===== config.mk =====
export PLATFORM = sky130hd
export DESIGN_NAME = auto_crop_bounding_box_core
export DESIGN_NICKNAME = d
export VERILOG_FILES = /design/src/sv/acb_pkg.sv /design/src/sv/acb_front.sv /design/src/sv/acb_queue.sv /design/src/sv/acb_back.sv /design/src/sv/auto_crop_bounding_box_core.sv
export SDC_FILE = /design/constraint.sdc
export NUM_CORES = 1
export LEC_CHECK = 0
export ABC_AREA = 1
export ABC_CLOCK_PERIOD_IN_PS = 14000
export BUFFER_PORTS_ARGS = -buffer_cell sky130_fd_sc_hd__buf_2
export CAP_MARGIN = 20
export CELL_PAD_IN_SITES_DETAIL_PLACEMENT = 0
export CELL_PAD_IN_SITES_GLOBAL_PLACEMENT = 1
export CORE_MARGIN = 3
export CORE_UTILIZATION = 45
export CTS_CLUSTER_SIZE = 40
export DETAILED_ROUTE_END_ITERATION = 8
export PLACE_DENSITY = 0.78
export SKIP_CTS_REPAIR_TIMING = 1
export SYNTH_ARGS = -nofsm -noshare
export SYNTH_HDL_FRONTEND = slang
export SYNTH_HIERARCHICAL = 1
export SYNTH_SLANG_ARGS = --single-unit

===== constraint.sdc =====
create_clock -name clk -period 14 [get_ports clk]
set_input_delay 2.8 -clock clk [delete_from_list [all_inputs] [get_ports clk]]
set_output_delay 2.8 -clock clk [all_outputs]
set_load 0.01 [all_outputs]

===== src/sv/acb_pkg.sv =====
`timescale 1ns / 1ps
`default_nettype none
// ----------------------------------------------------------------------------
// acb_pkg
// shared types, constants and register indexes of the auto-crop bounding box
// ----------------------------------------------------------------------------
package acb_pkg;

  localparam int MAX_DIM = 4096;

  localparam int COORD_W = 12;
  localparam int DIM_W   = 13;
  localparam int POS_W   = 14;
  localparam int BORD_W  = 8;
  localparam int PIX_W   = 32;

  localparam int CFG_IDX_W  = 3;
  localparam int CFG_DATA_W = 8;

  localparam int IN_TDATA_W  = 88;
  localparam int OUT_TDATA_W = 136;

  typedef logic [CFG_IDX_W-1:0] cfg_idx_t;

  localparam cfg_idx_t CFG_TRIM_ENABLE   = 3'd0;
  localparam cfg_idx_t CFG_BORDER_LEFT   = 3'd1;
  localparam cfg_idx_t CFG_BORDER_TOP    = 3'd2;
  localparam cfg_idx_t CFG_BORDER_RIGHT  = 3'd3;
  localparam cfg_idx_t CFG_BORDER_BOTTOM = 3'd4;

  typedef struct packed {
    logic              trim_enable;
    logic [BORD_W-1:0] border_left;
    logic [BORD_W-1:0] border_top;
    logic [BORD_W-1:0] border_right;
    logic [BORD_W-1:0] border_bottom;
  } cfg_t;

  typedef struct packed {
    logic [PIX_W-1:0]   pixel_value;
    logic [COORD_W-1:0] column;
    logic [COORD_W-1:0] row;
    logic [DIM_W-1:0]   image_width;
    logic [DIM_W-1:0]   image_height;
    logic               end_of_image;
  } pix_t;

  // finished box of one image, handed from front to back
  typedef struct packed {
    logic               found;
    logic [COORD_W-1:0] min_col;
    logic [COORD_W-1:0] max_col;
    logic [COORD_W-1:0] min_row;
    logic [COORD_W-1:0] max_row;
    logic [DIM_W-1:0]   src_w;
    logic [DIM_W-1:0]   src_h;
  } box_rec_t;

  typedef struct packed {
    logic [DIM_W-1:0] crop_x;
    logic [DIM_W-1:0] crop_y;
    logic [DIM_W-1:0] crop_w;
    logic [DIM_W-1:0] crop_h;
    logic [POS_W-1:0] copy_x;
    logic [POS_W-1:0] copy_y;
    logic [DIM_W-1:0] copy_w;
    logic [DIM_W-1:0] copy_h;
    logic             copy_valid;
    logic [DIM_W-1:0] source_w;
    logic [DIM_W-1:0] source_h;
  } result_t;

  typedef struct packed {
    logic full;
    logic not_empty;
  } q_status_t;

endpackage
`default_nettype wire


===== src/sv/acb_front.sv =====
`timescale 1ns / 1ps
`default_nettype none
// ----------------------------------------------------------------------------
// acb_front
// background latch and content box tracking, one pixel per cycle while accept is high
// ----------------------------------------------------------------------------
module acb_front
  import acb_pkg::*;
(
  input  wire logic     clk,
  input  wire logic     rst_n,
  input  wire logic     accept,
  input  wire pix_t     item,
  input  wire logic     trim_enable,
  output logic          push,
  output box_rec_t      rec
);

  logic [PIX_W-1:0]   bg_r, bg_nxt;
  logic [COORD_W-1:0] min_col_r, min_col_nxt, max_col_r, max_col_nxt;
  logic [COORD_W-1:0] min_row_r, min_row_nxt, max_row_r, max_row_nxt;
  logic               found_r, found_nxt;

  logic [COORD_W-1:0] t_min_col, t_max_col, t_min_row, t_max_row;
  logic               t_found;
  logic               origin;
  logic [DIM_W-1:0]   w_sat, h_sat;

  assign origin = (item.column == '0) && (item.row == '0);
  assign w_sat  = (item.image_width > DIM_W'(MAX_DIM)) ? DIM_W'(MAX_DIM) : item.image_width;
  assign h_sat  = (item.image_height > DIM_W'(MAX_DIM)) ? DIM_W'(MAX_DIM) : item.image_height;

  // box after this pixel
  always_comb begin
    bg_nxt    = bg_r;
    t_min_col = min_col_r;
    t_max_col = max_col_r;
    t_min_row = min_row_r;
    t_max_row = max_row_r;
    t_found   = found_r;
    if (origin) begin
      bg_nxt    = item.pixel_value;
      t_min_col = '1;
      t_max_col = '0;
      t_min_row = '1;
      t_max_row = '0;
      t_found   = 1'b0;
    end else if (item.pixel_value != bg_r) begin
      if (!found_r || item.column < min_col_r) t_min_col = item.column;
      if (!found_r || item.column > max_col_r) t_max_col = item.column;
      if (!found_r || item.row < min_row_r)    t_min_row = item.row;
      if (!found_r || item.row > max_row_r)    t_max_row = item.row;
      t_found = 1'b1;
    end
  end

  always_comb begin
    min_col_nxt = t_min_col;
    max_col_nxt = t_max_col;
    min_row_nxt = t_min_row;
    max_row_nxt = t_max_row;
    found_nxt   = t_found;
    if (item.end_of_image) begin
      min_col_nxt = '1;
      max_col_nxt = '0;
      min_row_nxt = '1;
      max_row_nxt = '0;
      found_nxt   = 1'b0;
    end
  end

  assign push        = accept && item.end_of_image && trim_enable;
  assign rec.found   = t_found;
  assign rec.min_col = t_min_col;
  assign rec.max_col = t_max_col;
  assign rec.min_row = t_min_row;
  assign rec.max_row = t_max_row;
  assign rec.src_w   = w_sat;
  assign rec.src_h   = h_sat;

  always_ff @(posedge clk) begin
    if (!rst_n) begin
      bg_r      <= '0;
      min_col_r <= '1;
      max_col_r <= '0;
      min_row_r <= '1;
      max_row_r <= '0;
      found_r   <= 1'b0;
    end else if (accept) begin
      bg_r      <= bg_nxt;
      min_col_r <= min_col_nxt;
      max_col_r <= max_col_nxt;
      min_row_r <= min_row_nxt;
      max_row_r <= max_row_nxt;
      found_r   <= found_nxt;
    end
  end

endmodule
`default_nettype wire


===== src/sv/acb_queue.sv =====
`timescale 1ns / 1ps
`default_nettype none
// ----------------------------------------------------------------------------
// acb_queue
// two-entry queue of finished boxes between front and back
// ----------------------------------------------------------------------------
module acb_queue
  import acb_pkg::*;
(
  input  wire logic      clk,
  input  wire logic      rst_n,
  input  wire logic      push,
  input  wire box_rec_t  wr_data,
  input  wire logic      pop,
  output box_rec_t       rd_data,
  output q_status_t      status
);

  box_rec_t   mem_r [2];
  logic       wr_ptr_r, wr_ptr_nxt;
  logic       rd_ptr_r, rd_ptr_nxt;
  logic [1:0] count_r, count_nxt;
  logic       do_push, do_pop;

  assign status.full      = (count_r == 2'd2);
  assign status.not_empty = (count_r != 2'd0);
  assign do_push          = push && !status.full;
  assign do_pop           = pop && status.not_empty;
  assign rd_data          = mem_r[rd_ptr_r];

  always_comb begin
    wr_ptr_nxt = wr_ptr_r ^ do_push;
    rd_ptr_nxt = rd_ptr_r ^ do_pop;
    count_nxt  = count_r + 2'(do_push) - 2'(do_pop);
  end

  always_ff @(posedge clk) begin
    if (!rst_n) begin
      wr_ptr_r <= 1'b0;
      rd_ptr_r <= 1'b0;
      count_r  <= 2'd0;
    end else begin
      wr_ptr_r <= wr_ptr_nxt;
      rd_ptr_r <= rd_ptr_nxt;
      count_r  <= count_nxt;
    end
  end

  always_ff @(posedge clk) begin
    if (do_push) begin
      mem_r[wr_ptr_r] <= wr_data;
    end
  end

endmodule
`default_nettype wire


===== src/sv/acb_back.sv =====
`timescale 1ns / 1ps
`default_nettype none
// ----------------------------------------------------------------------------
// acb_back
// crop and copy rectangle arithmetic with registered result
// ----------------------------------------------------------------------------
module acb_back
  import acb_pkg::*;
(
  input  wire logic      clk,
  input  wire logic      rst_n,
  input  wire box_rec_t  rec,
  input  wire logic      rec_valid,
  output logic           pop,
  input  wire cfg_t      cfg,
  output logic           res_valid,
  input  wire logic      res_ready,
  output result_t        res
);

  result_t          res_r, res_nxt;
  logic             valid_r, valid_nxt;
  logic [DIM_W-1:0] cx, cy, cw, ch;

  assign pop = rec_valid && (!valid_r || res_ready);

  always_comb begin
    if (rec.found) begin
      cx = DIM_W'(rec.min_col);
      cy = DIM_W'(rec.min_row);
      cw = DIM_W'(rec.max_col) - DIM_W'(rec.min_col) + DIM_W'(1);
      ch = DIM_W'(rec.max_row) - DIM_W'(rec.min_row) + DIM_W'(1);
    end else begin
      cx = rec.src_w;
      cy = rec.src_h;
      cw = '0;
      ch = '0;
    end
    res_nxt.crop_x     = cx;
    res_nxt.crop_y     = cy;
    res_nxt.crop_w     = cw;
    res_nxt.crop_h     = ch;
    res_nxt.copy_x     = POS_W'(cx) - POS_W'(cfg.border_left);
    res_nxt.copy_y     = POS_W'(cy) - POS_W'(cfg.border_top);
    res_nxt.copy_w     = cw + DIM_W'(cfg.border_left) + DIM_W'(cfg.border_right);
    res_nxt.copy_h     = ch + DIM_W'(cfg.border_top) + DIM_W'(cfg.border_bottom);
    res_nxt.copy_valid = (cw != '0);
    res_nxt.source_w   = rec.src_w;
    res_nxt.source_h   = rec.src_h;
  end

  always_comb begin
    if (pop) begin
      valid_nxt = 1'b1;
    end else if (res_ready) begin
      valid_nxt = 1'b0;
    end else begin
      valid_nxt = valid_r;
    end
  end

  always_ff @(posedge clk) begin
    if (!rst_n) begin
      valid_r <= 1'b0;
    end else begin
      valid_r <= valid_nxt;
    end
  end

  always_ff @(posedge clk) begin
    if (pop) begin
      res_r <= res_nxt;
    end
  end

  assign res_valid = valid_r;
  assign res       = res_r;

endmodule
`default_nettype wire


===== src/sv/auto_crop_bounding_box_core.sv =====
// result path: the transfer of the last pixel writes the box queue, and the
// output register then takes the box from the queue
// throughput: one pixel per cycle; one result per image while trim is enabled, at most one per cycle
// in_tready drops only while the two-entry box queue is full
// reset: synchronous active-low rst_n; trim enabled, borders zero, background
// zero, box trackers empty, queue and output register empty
`timescale 1ns / 1ps
`default_nettype none
// ----------------------------------------------------------------------------
// auto_crop_bounding_box_core
// auto-crop bounding box: content box and copy rectangle per image
// ----------------------------------------------------------------------------
module auto_crop_bounding_box_core
  import acb_pkg::*;
(
  input  wire logic                   clk,
  input  wire logic                   rst_n,
  input  wire logic                   in_tvalid,
  output logic                        in_tready,
  // pixel_value, column, row, image_width, image_height, zero pad
  input  wire logic [IN_TDATA_W-1:0]  in_tdata,
  input  wire logic                   in_tlast,
  output logic                        out_tvalid,
  input  wire logic                   out_tready,
  // crop_x, crop_y, crop_w, crop_h, copy_x, copy_y, copy_w, copy_h,
  // source_w, source_h, zero pad
  output logic [OUT_TDATA_W-1:0]      out_tdata,
  // copy_valid
  output logic                        out_tuser,
  input  wire logic                   cfg_we,
  input  wire logic [CFG_IDX_W-1:0]   cfg_index,
  input  wire logic [CFG_DATA_W-1:0]  cfg_wdata
);

  cfg_t      cfg_r, cfg_nxt;
  pix_t      item;
  logic      accept;
  logic      push, pop;
  box_rec_t  rec_in, rec_out;
  q_status_t q_status;
  result_t   res;

  always_comb begin
    cfg_nxt = cfg_r;
    if (cfg_we) begin
      unique case (cfg_index)
        CFG_TRIM_ENABLE:   cfg_nxt.trim_enable   = cfg_wdata[0];
        CFG_BORDER_LEFT:   cfg_nxt.border_left   = cfg_wdata;
        CFG_BORDER_TOP:    cfg_nxt.border_top    = cfg_wdata;
        CFG_BORDER_RIGHT:  cfg_nxt.border_right  = cfg_wdata;
        CFG_BORDER_BOTTOM: cfg_nxt.border_bottom = cfg_wdata;
        default:           cfg_nxt = cfg_r;
      endcase
    end
  end

  always_ff @(posedge clk) begin
    if (!rst_n) begin
      cfg_r.trim_enable   <= 1'b1;
      cfg_r.border_left   <= '0;
      cfg_r.border_top    <= '0;
      cfg_r.border_right  <= '0;
      cfg_r.border_bottom <= '0;
    end else begin
      cfg_r <= cfg_nxt;
    end
  end

  assign item.pixel_value  = in_tdata[31:0];
  assign item.column       = in_tdata[43:32];
  assign item.row          = in_tdata[55:44];
  assign item.image_width  = in_tdata[68:56];
  assign item.image_height = in_tdata[81:69];
  assign item.end_of_image = in_tlast;

  assign in_tready = !q_status.full;
  assign accept    = in_tvalid && in_tready;

  acb_front u_front (
    .clk         (clk),
    .rst_n       (rst_n),
    .accept      (accept),
    .item        (item),
    .trim_enable (cfg_r.trim_enable),
    .push        (push),
    .rec         (rec_in)
  );

  acb_queue u_queue (
    .clk     (clk),
    .rst_n   (rst_n),
    .push    (push),
    .wr_data (rec_in),
    .pop     (pop),
    .rd_data (rec_out),
    .status  (q_status)
  );

  acb_back u_back (
    .clk       (clk),
    .rst_n     (rst_n),
    .rec       (rec_out),
    .rec_valid (q_status.not_empty),
    .pop       (pop),
    .cfg       (cfg_r),
    .res_valid (out_tvalid),
    .res_ready (out_tready),
    .res       (res)
  );

  assign out_tdata = {4'b0000, res.source_h, res.source_w, res.copy_h, res.copy_w,
                      res.copy_y, res.copy_x, res.crop_h, res.crop_w, res.crop_y,
                      res.crop_x};
  assign out_tuser = res.copy_valid;

endmodule
`default_nettype wire


==> results.ini, run 1 <==
[worst_setup_path]
end_kind=flop
cp_top_family=adder cells
critical_path.cell_chain=buf_4 -> mux2_4 -> inv_1 -> ha_1 -> inv_1 -> ha_1 -> inv_1 -> fa_1 -> inv_1 -> nand2_1 -> nand2_2 -> a21oi_1 -> nor3_1 -> fa_1 -> ha_1 -> nand2_1 -> nand2_1 -> a21oi_1 -> nand2_1 -> a21oi_1 -> nor2_4 -> xnor2_1
slowest_delay_ps=730
worst_setup_path_start_kind=flop
crit_fanout=47
crit_buf_inv=5
critPathSlowestCell=buf_4
cp.required_ps=14350
criticalPathCategory=flop to flop
critPathArrivalTime_ps=6030

[timing]
fin_worst_skew_ps=15.4
hold_violations=0
grt_setup_unrepaired=no
finalSetupTns_ps=0
maxSlewViolCount=0
setup_viol=0
fin_crit_ps=5670
max_clock_freq_mhz=176
slew-limit-headroom_pct=32.1
tightest_slew_ps=1010
finalCritPeriodShare_pct=40.5

[yosys]
synth_cell_types=46
synth_top_cell_area_share_pct=39.5
synth_enable_flop_cells=283
ys_ff_latch=403
synth.yosys.seq_area_share_pct=50.6
ys.flop_type=edfxtp_1
yosysWarnings=6
synth_top_area_cell=edfxtp_1
synth_area_leaders=edfxtp_1, dfxtp_1, nand2_1, ha_1, inv_1
yosys.cell_count.top_type=nand2_1
postSynthCellCount=2251
syn_area_um2=21500
avgSynthCellArea_um2=9.57
synth_commonest_cells=nand2_1, inv_1, edfxtp_1
synthArstFlopShare_pct=0

[power_and_ir_drop]
irDropWorstVdd_uv=96.3
p_per_area_nw_per_um2=200
power_mw=4.95
cellLeakagePower_nw=11.0

[routing]
wl_per_cell_um=15.9
vias=15500
drt_wl_total_um=49700
drc=0
drtPass1Iterations=5
drt_iter0_drc=903
via_per_inst=4.99
ant_nets=0

[run]
maxCapViolCount=0

[cells_and_area]
drive_gt1_share_pct=19.6
syn2layout_area_growth_pct=14.6
layout.nets=2727
nFillCells=4253

[grt]
grt-ovfl-total=0
antenna_found_initial=6
gr-usage-all-layers_pct=19.6
grt_max_degree=78
grt_pass1_wl_um=79000
grt_pass1_vias=15100

[worst_hold_path]
worstHoldPathType=flop to flop

[placement]
io_buffer_count=233
place_hpwl_um=36800
gp_congestion=0.859

[clocking]
numCtsBuffers=44
cts_num_sinks=403
htreeDepth=2
cts_max_path_buffers=3
cts_tree=built
root_buffer=clkbuf_16
clk-insertion-delay-late_ps=550
clk_pin_slew_ps=60

[floorplan]
die_width_um=225
start_util_pct=45.9
die_h_um=225
dieArea_um2=50500
io_pins=244
coreArea_um2=47000
row_count=79

[run_status]
outcome=completed

power breakdown:
part           internal [mW]  total, mW  switching, mW
logic                  0.695       1.94           1.25
clock network          0.737       1.20          0.462
registers               1.71       1.81         0.0903
tightest hold or removal path: stages, from the launching register on:
cell and delay (ps):
dfxtp_1 300, nand2_1 60, a21oi_1 60
final timing paths:
check	start	to	slack (ps)	depth (start not counted)
setup reg to reg	flop	u_back/res[37]$_DFFE_PP_	8330	22
hold reg to reg	u_front/max_col_r[8]$_SDFFE_PN0P_	u_front/max_col_r[8]$_SDFFE_PN0P_	470	2
hold / removal	u_front/max_col_r[8]$_SDFFE_PN0P_	u_front/max_col_r[8]$_SDFFE_PN0P_	470	2
setup / recovery	flop	u_back/res[37]$_DFFE_PP_	8330	22
cell usage in the layout (no fill, tap or decap), types with 4 or more instances in the layout:
cell type    n
o21ai_2      4
clkbuf_1    13
nor2_1     180
a21oi_1    122
nor2_4       9
nand3_1    144
xor2_1      29
nor2_2      15
nand2_1    474
edfxtp_1   283
fa_1        22
clkinv_4     4
buf_4       14
o21ai_0     65
a31oi_1      4
buf_2      233
a21oi_2      4
a21o_1       4
conb_1       4
inv_1      302
bufinv_16    7
clkbuf_16   45
dfxtp_1    119
mux2_4      50
mux2_2      25
and3_1      25
nand3b_1     5
nand4_1     42
nand3_2     15
nand2_2     14
xnor2_1     26
o21ai_1      8
nor3_1       4
ha_1       126
inv_2       29
cell type report:
type                       count  area (µm²)  area share (%)
multi-input combinational   1445        9000            36.5
antenna                        1        2.50          0.0101
tap                          607         759            3.08
timing repair buffer         247        1270            5.15
inverter                     331        1240            5.03
sequential                   403       10900            44.2
clock inverter                19         287            1.16
clock buffer                  61        1220            4.93
sequential cells by signal, summed over array words and instances (netlist names), 2 cells and up, named ones only:
register,count
cfg_r,33
u_front/bg_r,32
u_queue/mem_r,150
u_front/min_row_r,12
u_front/max_col_r,12
u_front/max_row_r,12
u_back/res,133
u_queue/count_r,2
u_front/min_col_r,12
kinds of logic (layout without fill, tap and decap cells):
family / after synthesis / count (layout) / synth area share, %
buf+inv: 406 / 658 / 7.80
compound gates: 218 / 218 / 5.36
other cells: 1 / 5 / 0.0174
flops: 403 / 403 / 50.6
xor+xnor: 55 / 55 / 2.24
mux: 75 / 75 / 4.79
fa+ha+maj: 150 / 150 / 9.48
simple gates: 943 / 943 / 19.7
metal layers:
metal  global-route usage [%]  wire length [µm]  part of all wire [%]  vias to the layer above
li1                         -                 -                     -                     7888
met5                        0                64                  0.13                        -
met3                     3.88              2800                   5.6                       63
met2                     31.8             22800                    46                      341
met4                     4.41               848                   1.7                       10
met1                     27.5             23200                    47                     7243
through the flow:
step	setup slack (ps)	hold WS [ps]	util, %	instances	cell area (µm²)
finish	8330	465	52.6	3114	24700
detailed placement	8390	458	49.4	3033	23200
global placement	8430	452	49.4	3033	23200
CTS	8350	468	52.6	3113	24700
floorplan	3470	445	-	2254	21500
global route	7960	479	52.6	3114	24700
(Power assumes the default switching activity.)
==> run 2: changes to the inputs <==
--- a/config.mk
+++ b/config.mk
@@ -5,8 +5,8 @@
 export SDC_FILE = /design/constraint.sdc
 export NUM_CORES = 1
 export LEC_CHECK = 0
-export ABC_AREA = 1
-export ABC_CLOCK_PERIOD_IN_PS = 14000
+export ABC_AREA = 0
+export ABC_CLOCK_PERIOD_IN_PS = 5290
 export BUFFER_PORTS_ARGS = -buffer_cell sky130_fd_sc_hd__buf_2
 export CAP_MARGIN = 20
 export CELL_PAD_IN_SITES_DETAIL_PLACEMENT = 0
@@ -15,7 +15,7 @@
 export CORE_UTILIZATION = 45
 export CTS_CLUSTER_SIZE = 40
 export DETAILED_ROUTE_END_ITERATION = 8
-export PLACE_DENSITY = 0.78
+export PLACE_DENSITY = 0.75
 export SKIP_CTS_REPAIR_TIMING = 1
 export SYNTH_ARGS = -nofsm -noshare
 export SYNTH_HDL_FRONTEND = slang
==> constraint.sdc (replaced) <==
create_clock -name clk -period 5.29 [get_ports clk]
set_input_delay 1.058 -clock clk [delete_from_list [all_inputs] [get_ports clk]]
set_output_delay 1.058 -clock clk [all_outputs]
set_load 0.01 [all_outputs]
==> results.ini, run 2 <==
[timing]
grt_setup_unrepaired=no  ; unchanged
finalCritPeriodShare_pct=90.6  ; was 40.5%
finalSetupTns_ps=0  ; unchanged
hold_ws_ps=471  ; was 465 ps
hold_violations=0  ; unchanged
fin_worst_skew_ps=22.0  ; was 15.4 ps
fin_crit_ps=4790  ; was 5670 ps
max_clock_freq_mhz=209  ; was 176 MHz
tightest_slew_ps=1060  ; was 1010 ps
finalWorstSetupSlack_ps=496  ; was 8330 ps
setup_viol=0  ; unchanged
slew-limit-headroom_pct=29.1  ; was 32.1%
maxSlewViolCount=0  ; unchanged

[run]
maxCapViolCount=0  ; unchanged

[cells_and_area]
final_cells=2493  ; was 3114
layout_commonest_cell=edfxtp_1  ; was nand2_1
post-route-util_pct=53.4  ; was 52.6%
nFillCells=3832  ; was 4253
regMostFlops=u_queue/mem_r  ; unchanged
multi_input_area_um2=8690  ; was 9000 µm²
layout.nets=2118  ; was 2727
syn2layout_area_growth_pct=16.4  ; was 14.6%
drive_gt1_share_pct=23.5  ; was 19.6%
layout_common_cells=edfxtp_1, buf_2, inv_1  ; was nand2_1, inv_1, edfxtp_1
largest_reg_flops=150  ; unchanged
regArea_um2=10900  ; unchanged

[grt]
antenna_found_initial=4  ; was 6
top_usage_layer=met2  ; unchanged
grt_use_met1_pct=26.4  ; was 27.5%
grt_pass1_wl_um=70000  ; was 79000 µm
grt_max_degree=135  ; was 78
grt_use_met2_pct=29.5  ; was 31.8%
grt_pass1_vias=12600  ; was 15100
grtUsageMet3_pct=3.45  ; was 3.88%
gr-usage-all-layers_pct=18.7  ; was 19.6%
grt-ovfl-total=0  ; unchanged

[floorplan]
coreArea_um2=44500  ; was 47000 µm²
dieArea_um2=47900  ; was 50500 µm²
io_pins=244  ; unchanged
row_count=77  ; was 79
start_util_pct=45.9  ; about the same
die_h_um=219  ; was 225 µm
die_width_um=219  ; was 225 µm

[worst_setup_path]
worst_setup_path_start_kind=flop  ; unchanged
slowest_delay_ps=570  ; was 730 ps
critPathArrivalTime_ps=5100  ; was 6030 ps
end_kind=flop  ; unchanged
criticalPathCategory=flop to flop  ; unchanged
critical_path.cell_chain=buf_12 -> mux2_4 -> ha_1 -> fa_1 -> a21o_1 -> a21oi_1 -> xnor2_1 -> and2_1 -> fa_1 -> ha_1 -> a21boi_0 -> o21ai_0 -> a21oi_1 -> nand3_1 -> xnor2_1  ; was buf_4 -> mux2_4 -> inv_1 -> ha_1 -> inv_1 -> ha_1 -> inv_1 -> fa_1 -> inv_1 -> nand2_1 -> nand2_2 -> a21oi_1 -> nor3_1 -> fa_1 -> ha_1 -> nand2_1 -> nand2_1 -> a21oi_1 -> nand2_1 -> a21oi_1 -> nor2_4 -> xnor2_1
crit_buf_inv=1  ; was 5
cp_top_family=adder cells  ; unchanged
crit_fanout=20  ; was 47
cp.required_ps=5590  ; was 14350 ps
critPathSlowestCell=dfxtp_4  ; was buf_4

[yosys]
synth_top_cell_area_share_pct=41.6  ; was 39.5%
synth_commonest_cells=edfxtp_1, inv_1, ha_1  ; was nand2_1, inv_1, edfxtp_1
postSynthCellCount=1623  ; was 2251
avgSynthCellArea_um2=12.6  ; was 9.57 µm²
synth_cell_types=71  ; was 46
ys_ff_latch=403  ; unchanged
synthArstFlopShare_pct=0  ; unchanged
yosysWarnings=6  ; unchanged
yosys.cell_count.top_type=edfxtp_1  ; was nand2_1
ys.flop_type=edfxtp_1  ; unchanged
synth_area_leaders=edfxtp_1, dfxtp_1, ha_1, mux2i_1, mux2_4  ; was edfxtp_1, dfxtp_1, nand2_1, ha_1, inv_1
synth_top_area_cell=edfxtp_1  ; unchanged
synth_enable_flop_cells=283  ; unchanged
synth.yosys.seq_area_share_pct=53.4  ; was 50.6%
syn_area_um2=20400  ; was 21500 µm²

[power_and_ir_drop]
irDropWorstVdd_uv=439  ; was 96.3 µV
p_per_area_nw_per_um2=557  ; was 200 nW/µm²
cellLeakagePower_nw=9.54  ; was 11.0 nW

[placement]
gp_congestion=0.822  ; was 0.859
io_buffer_count=233  ; unchanged
dp_slack_ps=577  ; was 8390 ps
place_hpwl_um=33200  ; was 36800 µm
dp_cells=2404  ; was 3033

[clocking]
cts_num_sinks=403  ; unchanged
root_buffer=clkbuf_16  ; unchanged
clk-insertion-delay-late_ps=570  ; was 550 ps
cts_max_path_buffers=3  ; unchanged
numCtsBuffers=45  ; was 44
clk_pin_slew_ps=60  ; about the same
htreeDepth=2  ; unchanged
cts_tree=built  ; unchanged

[routing]
drt_wl_total_um=45000  ; was 49700 µm
via_per_inst=5.13  ; was 4.99
drc=0  ; unchanged
drt_iter0_drc=701  ; was 903
ant_nets=0  ; unchanged
vias=12800  ; was 15500
wl_per_cell_um=18.1  ; was 15.9 µm
drtPass1Iterations=7  ; was 5

[run_status]
outcome=completed  ; unchanged

[worst_hold_path]
hold_start=cfg_r[8]$_SDFFE_PN0P_  ; was u_front/max_col_r[8]$_SDFFE_PN0P_
worstHoldPathType=flop to flop  ; unchanged

run 2: changes by cell type in the layout (fill, tap and decap cells not counted), sizes merged, moves of 14 or more:
cell and delta:
nor2 -134, nand3 -155, nand2 -388, nor3 +14, a21oi -78, nand4 -26, nor2b +93, o21ai -42
mux2 +18, and3 -24, mux2i +122, o22a +24, inv -194, xnor2 +36
run 2: power breakdown:
part | total, mW | leakage, nW | switching, mW | internal, mW
Combinational | 5.16 | 5.21 | 3.04 | 2.13
Sequential | 4.83 | 3.59 | 0.253 | 4.58
Clock | 3.22 | 0.741 | 1.27 | 1.96
Total | 13.2 | 9.54 | 4.56 | 8.66
run 2: final cells by class:
| class | count | share of cell area, % |
|---|---|---|
| well taps | 592 | 3.12 |
| inverters | 135 | 2.13 |
| clock inverters | 25 | 1.31 |
| repair buffers | 252 | 5.72 |
| diodes | 2 | 0.0211 |
| clock buffers | 58 | 5.21 |
| multi-input cells | 1026 | 36.6 |
| flip-flops and latches | 403 | 45.9 |
run 2: cell families (layout without fill, tap and decap cells):
| family | Yosys count | count (layout) | share of synthesized area, % |
|---|---|---|---|
| other | 1 | 6 | 0.0184 |
| AND/OR/NAND/NOR | 364 | 364 | 9.22 |
| adder cells (fa/ha/maj) | 150 | 150 | 10.0 |
| XOR/XNOR | 80 | 80 | 3.50 |
| flip-flops | 403 | 403 | 53.4 |
| buffers and inverters | 197 | 470 | 4.27 |
| AO/OA/AOI/OAI | 213 | 213 | 7.55 |
| multiplexers | 215 | 215 | 12.0 |
run 2: metrics by stage:
stage / power (mW) / area [µm²]
3_5_place_dp: 10.1 / 22100
6_report: 13.2 / 23700
3_3_place_gp: 9.97 / 22100
4_1_cts: 13.3 / 23700
2_1_floorplan: 8.45 / 20400
5_1_grt: 14.1 / 23700
run 2: metal layers:
| layer | vias to the layer above | part of all wire (%) | wire [µm] |
|---|---|---|---|
| met5 | - | 0.060 | 27 |
| met4 | 4 | 1.9 | 839 |
| met3 | 62 | 5.3 | 2370 |
| met2 | 299 | 45 | 20400 |
| met1 | 6113 | 47 | 21300 |
| li1 | 6312 | - | - |
run 2: worst register-to-register path: cells and delay by family, from the launching register on:
kind | cells | cell delay (ps)
muxes | 1 | 310
buffers and inverters | 1 | 250
xor gates and xnor gates | 2 | 330
adders and majority gates | 4 | 1640
and+or+nand+nor | 2 | 370
DFF | 1 | 570
AOI/OAI and AO/OA | 5 | 1080
run 2: worst paths after layout:
| path | end | slack [ps] | depth (start not counted) |
|---|---|---|---|
| max | u_back/res[51]$_DFFE_PP_ | 500 | 15 |
| min | cfg_r[8]$_SDFFE_PN0P_ | 470 | 2 |
| max reg2reg | u_back/res[51]$_DFFE_PP_ | 500 | 15 |
| min reg2reg | cfg_r[8]$_SDFFE_PN0P_ | 470 | 2 |
==> run 3: changes to the inputs <==
--- a/config.mk
+++ b/config.mk
@@ -7,7 +7,7 @@
 export LEC_CHECK = 0
 export ABC_AREA = 0
 export ABC_CLOCK_PERIOD_IN_PS = 5290
-export BUFFER_PORTS_ARGS = -buffer_cell sky130_fd_sc_hd__buf_2
+export BUFFER_PORTS_ARGS = -buffer_cell sky130_fd_sc_hd__buf_4
 export CAP_MARGIN = 20
 export CELL_PAD_IN_SITES_DETAIL_PLACEMENT = 0
 export CELL_PAD_IN_SITES_GLOBAL_PLACEMENT = 1
@@ -15,7 +15,7 @@
 export CORE_UTILIZATION = 45
 export CTS_CLUSTER_SIZE = 40
 export DETAILED_ROUTE_END_ITERATION = 8
-export PLACE_DENSITY = 0.75
+export PLACE_DENSITY_LB_ADDON = 0.1
 export SKIP_CTS_REPAIR_TIMING = 1
 export SYNTH_ARGS = -nofsm -noshare
 export SYNTH_HDL_FRONTEND = slang
==> results.ini, run 3 (same netlist as run 2, synthesis figures left out) <==
[run_status]
outcome=completed  ; unchanged

[power_and_ir_drop]
irDropWorstVdd_uv=435  ; was 439 µV
cellLeakagePower_nw=9.70  ; was 9.54 nW
p_per_area_nw_per_um2=553  ; was 557 nW/µm²

[cells_and_area]
syn2layout_area_growth_pct=18.6  ; was 16.4%
layout.nets=2114  ; was 2118
nFillCells=3927  ; was 3832
regArea_um2=10900  ; unchanged
largest_reg_flops=150  ; unchanged
fin_area_um2=24200  ; was 23700 µm²
final_cells=2486  ; was 2493
drive_gt1_share_pct=23.2  ; was 23.5%
multi_input_area_um2=8690  ; unchanged
post-route-util_pct=54.4  ; was 53.4%
regMostFlops=u_queue/mem_r  ; unchanged
layout_commonest_cell=edfxtp_1  ; unchanged
layout_common_cells=edfxtp_1, buf_4, inv_1  ; was edfxtp_1, buf_2, inv_1

[floorplan]
start_util_pct=45.9  ; unchanged
row_count=77  ; unchanged
die_h_um=219  ; unchanged
dieArea_um2=47900  ; unchanged
coreArea_um2=44500  ; unchanged
die_width_um=219  ; unchanged
io_pins=244  ; unchanged

[clocking]
cts_tree=built  ; unchanged
cts_num_sinks=403  ; unchanged
cts_max_path_buffers=3  ; unchanged
numCtsBuffers=44  ; was 45
root_buffer=clkbuf_16  ; unchanged
htreeDepth=2  ; unchanged
clk-insertion-delay-late_ps=550  ; was 570 ps
clk_pin_slew_ps=60  ; about the same

[worst_setup_path]
critPathArrivalTime_ps=5060  ; was 5100 ps
crit_fanout=33  ; was 20
criticalPathCategory=flop to flop  ; unchanged
cp.required_ps=5590  ; about the same
end_kind=flop  ; unchanged
worst_setup_path_start_kind=flop  ; unchanged

[timing]
setup_viol=0  ; unchanged
fin_worst_skew_ps=13.7  ; was 22.0 ps
finalCritPeriodShare_pct=90.1  ; was 90.6%
slew-limit-headroom_pct=28.2  ; was 29.1%
hold_violations=0  ; unchanged
grt_setup_unrepaired=no  ; unchanged
finalWorstSetupSlack_ps=524  ; was 496 ps
maxSlewViolCount=0  ; unchanged
fin_crit_ps=4770  ; was 4790 ps
max_clock_freq_mhz=210  ; was 209 MHz
finalSetupTns_ps=0  ; unchanged
tightest_slew_ps=1080  ; was 1060 ps

[routing]
via_per_inst=5.10  ; was 5.13
drt_iter0_drc=676  ; was 701
drc=0  ; unchanged
wl_per_cell_um=18.4  ; was 18.1 µm
drtPass1Iterations=5  ; was 7
ant_nets=0  ; unchanged
drt_wl_total_um=45700  ; was 45000 µm
vias=12700  ; was 12800

[run]
maxCapViolCount=0  ; unchanged

[grt]
grt-ovfl-total=0  ; unchanged
gr-usage-all-layers_pct=18.8  ; was 18.7%
grt_pass1_vias=12400  ; was 12600
grt_max_degree=135  ; unchanged
antenna_found_initial=0  ; was 4
grt_pass1_wl_um=70500  ; was 70000 µm

[worst_hold_path]
worstHoldPathType=flop to flop  ; unchanged

[placement]
dp_slack_ps=549  ; was 577 ps
io_buffer_count=233  ; unchanged
place_area_um2=22700  ; was 22100 µm²
gp_congestion=0.820  ; was 0.822
place_hpwl_um=33500  ; was 33200 µm
dp_cells=2402  ; was 2404

==> run 3: worst paths after layout <==
check / start / end / slack [ps] / cells past startpoint
min: cfg_r[0]$_SDFFE_PN0P_ / cfg_r[0]$_SDFFE_PN0P_ / 470 / 2
max reg2reg: flop / u_back/res[51]$_DFFE_PP_ / 520 / 16
max: flop / u_back/res[51]$_DFFE_PP_ / 520 / 16
min reg2reg: cfg_r[0]$_SDFFE_PN0P_ / cfg_r[0]$_SDFFE_PN0P_ / 470 / 2
==> run 3: report_power, final <==
part / switching [mW] / total (mW) / internal, mW / leakage (nW)
combinational: 3.06 / 5.49 / 2.42 / 5.40
clock: 1.22 / 3.04 / 1.83 / 0.707
sequential: 0.269 / 4.85 / 4.58 / 3.59
total: 4.55 / 13.4 / 8.83 / 9.70
==> run 3: metal layers <==
metal,track usage [%],wire (µm)
met1,27.6,22100
met2,29.0,20400
met3,3.79,2480
met4,4.00,755
met5,0,0
==> run 3: per-stage QoR <==
stage | power [mW] | hold slack (ps)
floorplan | 8.45 | 438
global placement | 10.3 | 447
detailed placement | 10.4 | 462
CTS | 13.5 | 477
global route | 14.3 | 499
finish | 13.4 | 475
==> run 3: critical path: stages, from the launching register on <==
cell and delay, ps:
dfxtp_4 540, buf_12 290, mux2_4 350, inv_1 60, ha_1 260, fa_1 500
a21o_1 200, a21oi_1 160, xnor2_1 160, and2_1 210, fa_1 430, ha_1 350
a21boi_0 280, o21ai_0 150, a21oi_1 250, nand3_1 140, xnor2_1 150
==> run 3: final cells by class <==
cell class	instances	share of cell area [%]
antenna	1	0.0103
timing repair buffer	249	7.99
sequential	403	45.0
tap	592	3.06
multi-input combinational	1026	35.9
clock buffer	59	5.08
clock inverter	21	0.853
inverter	135	2.09
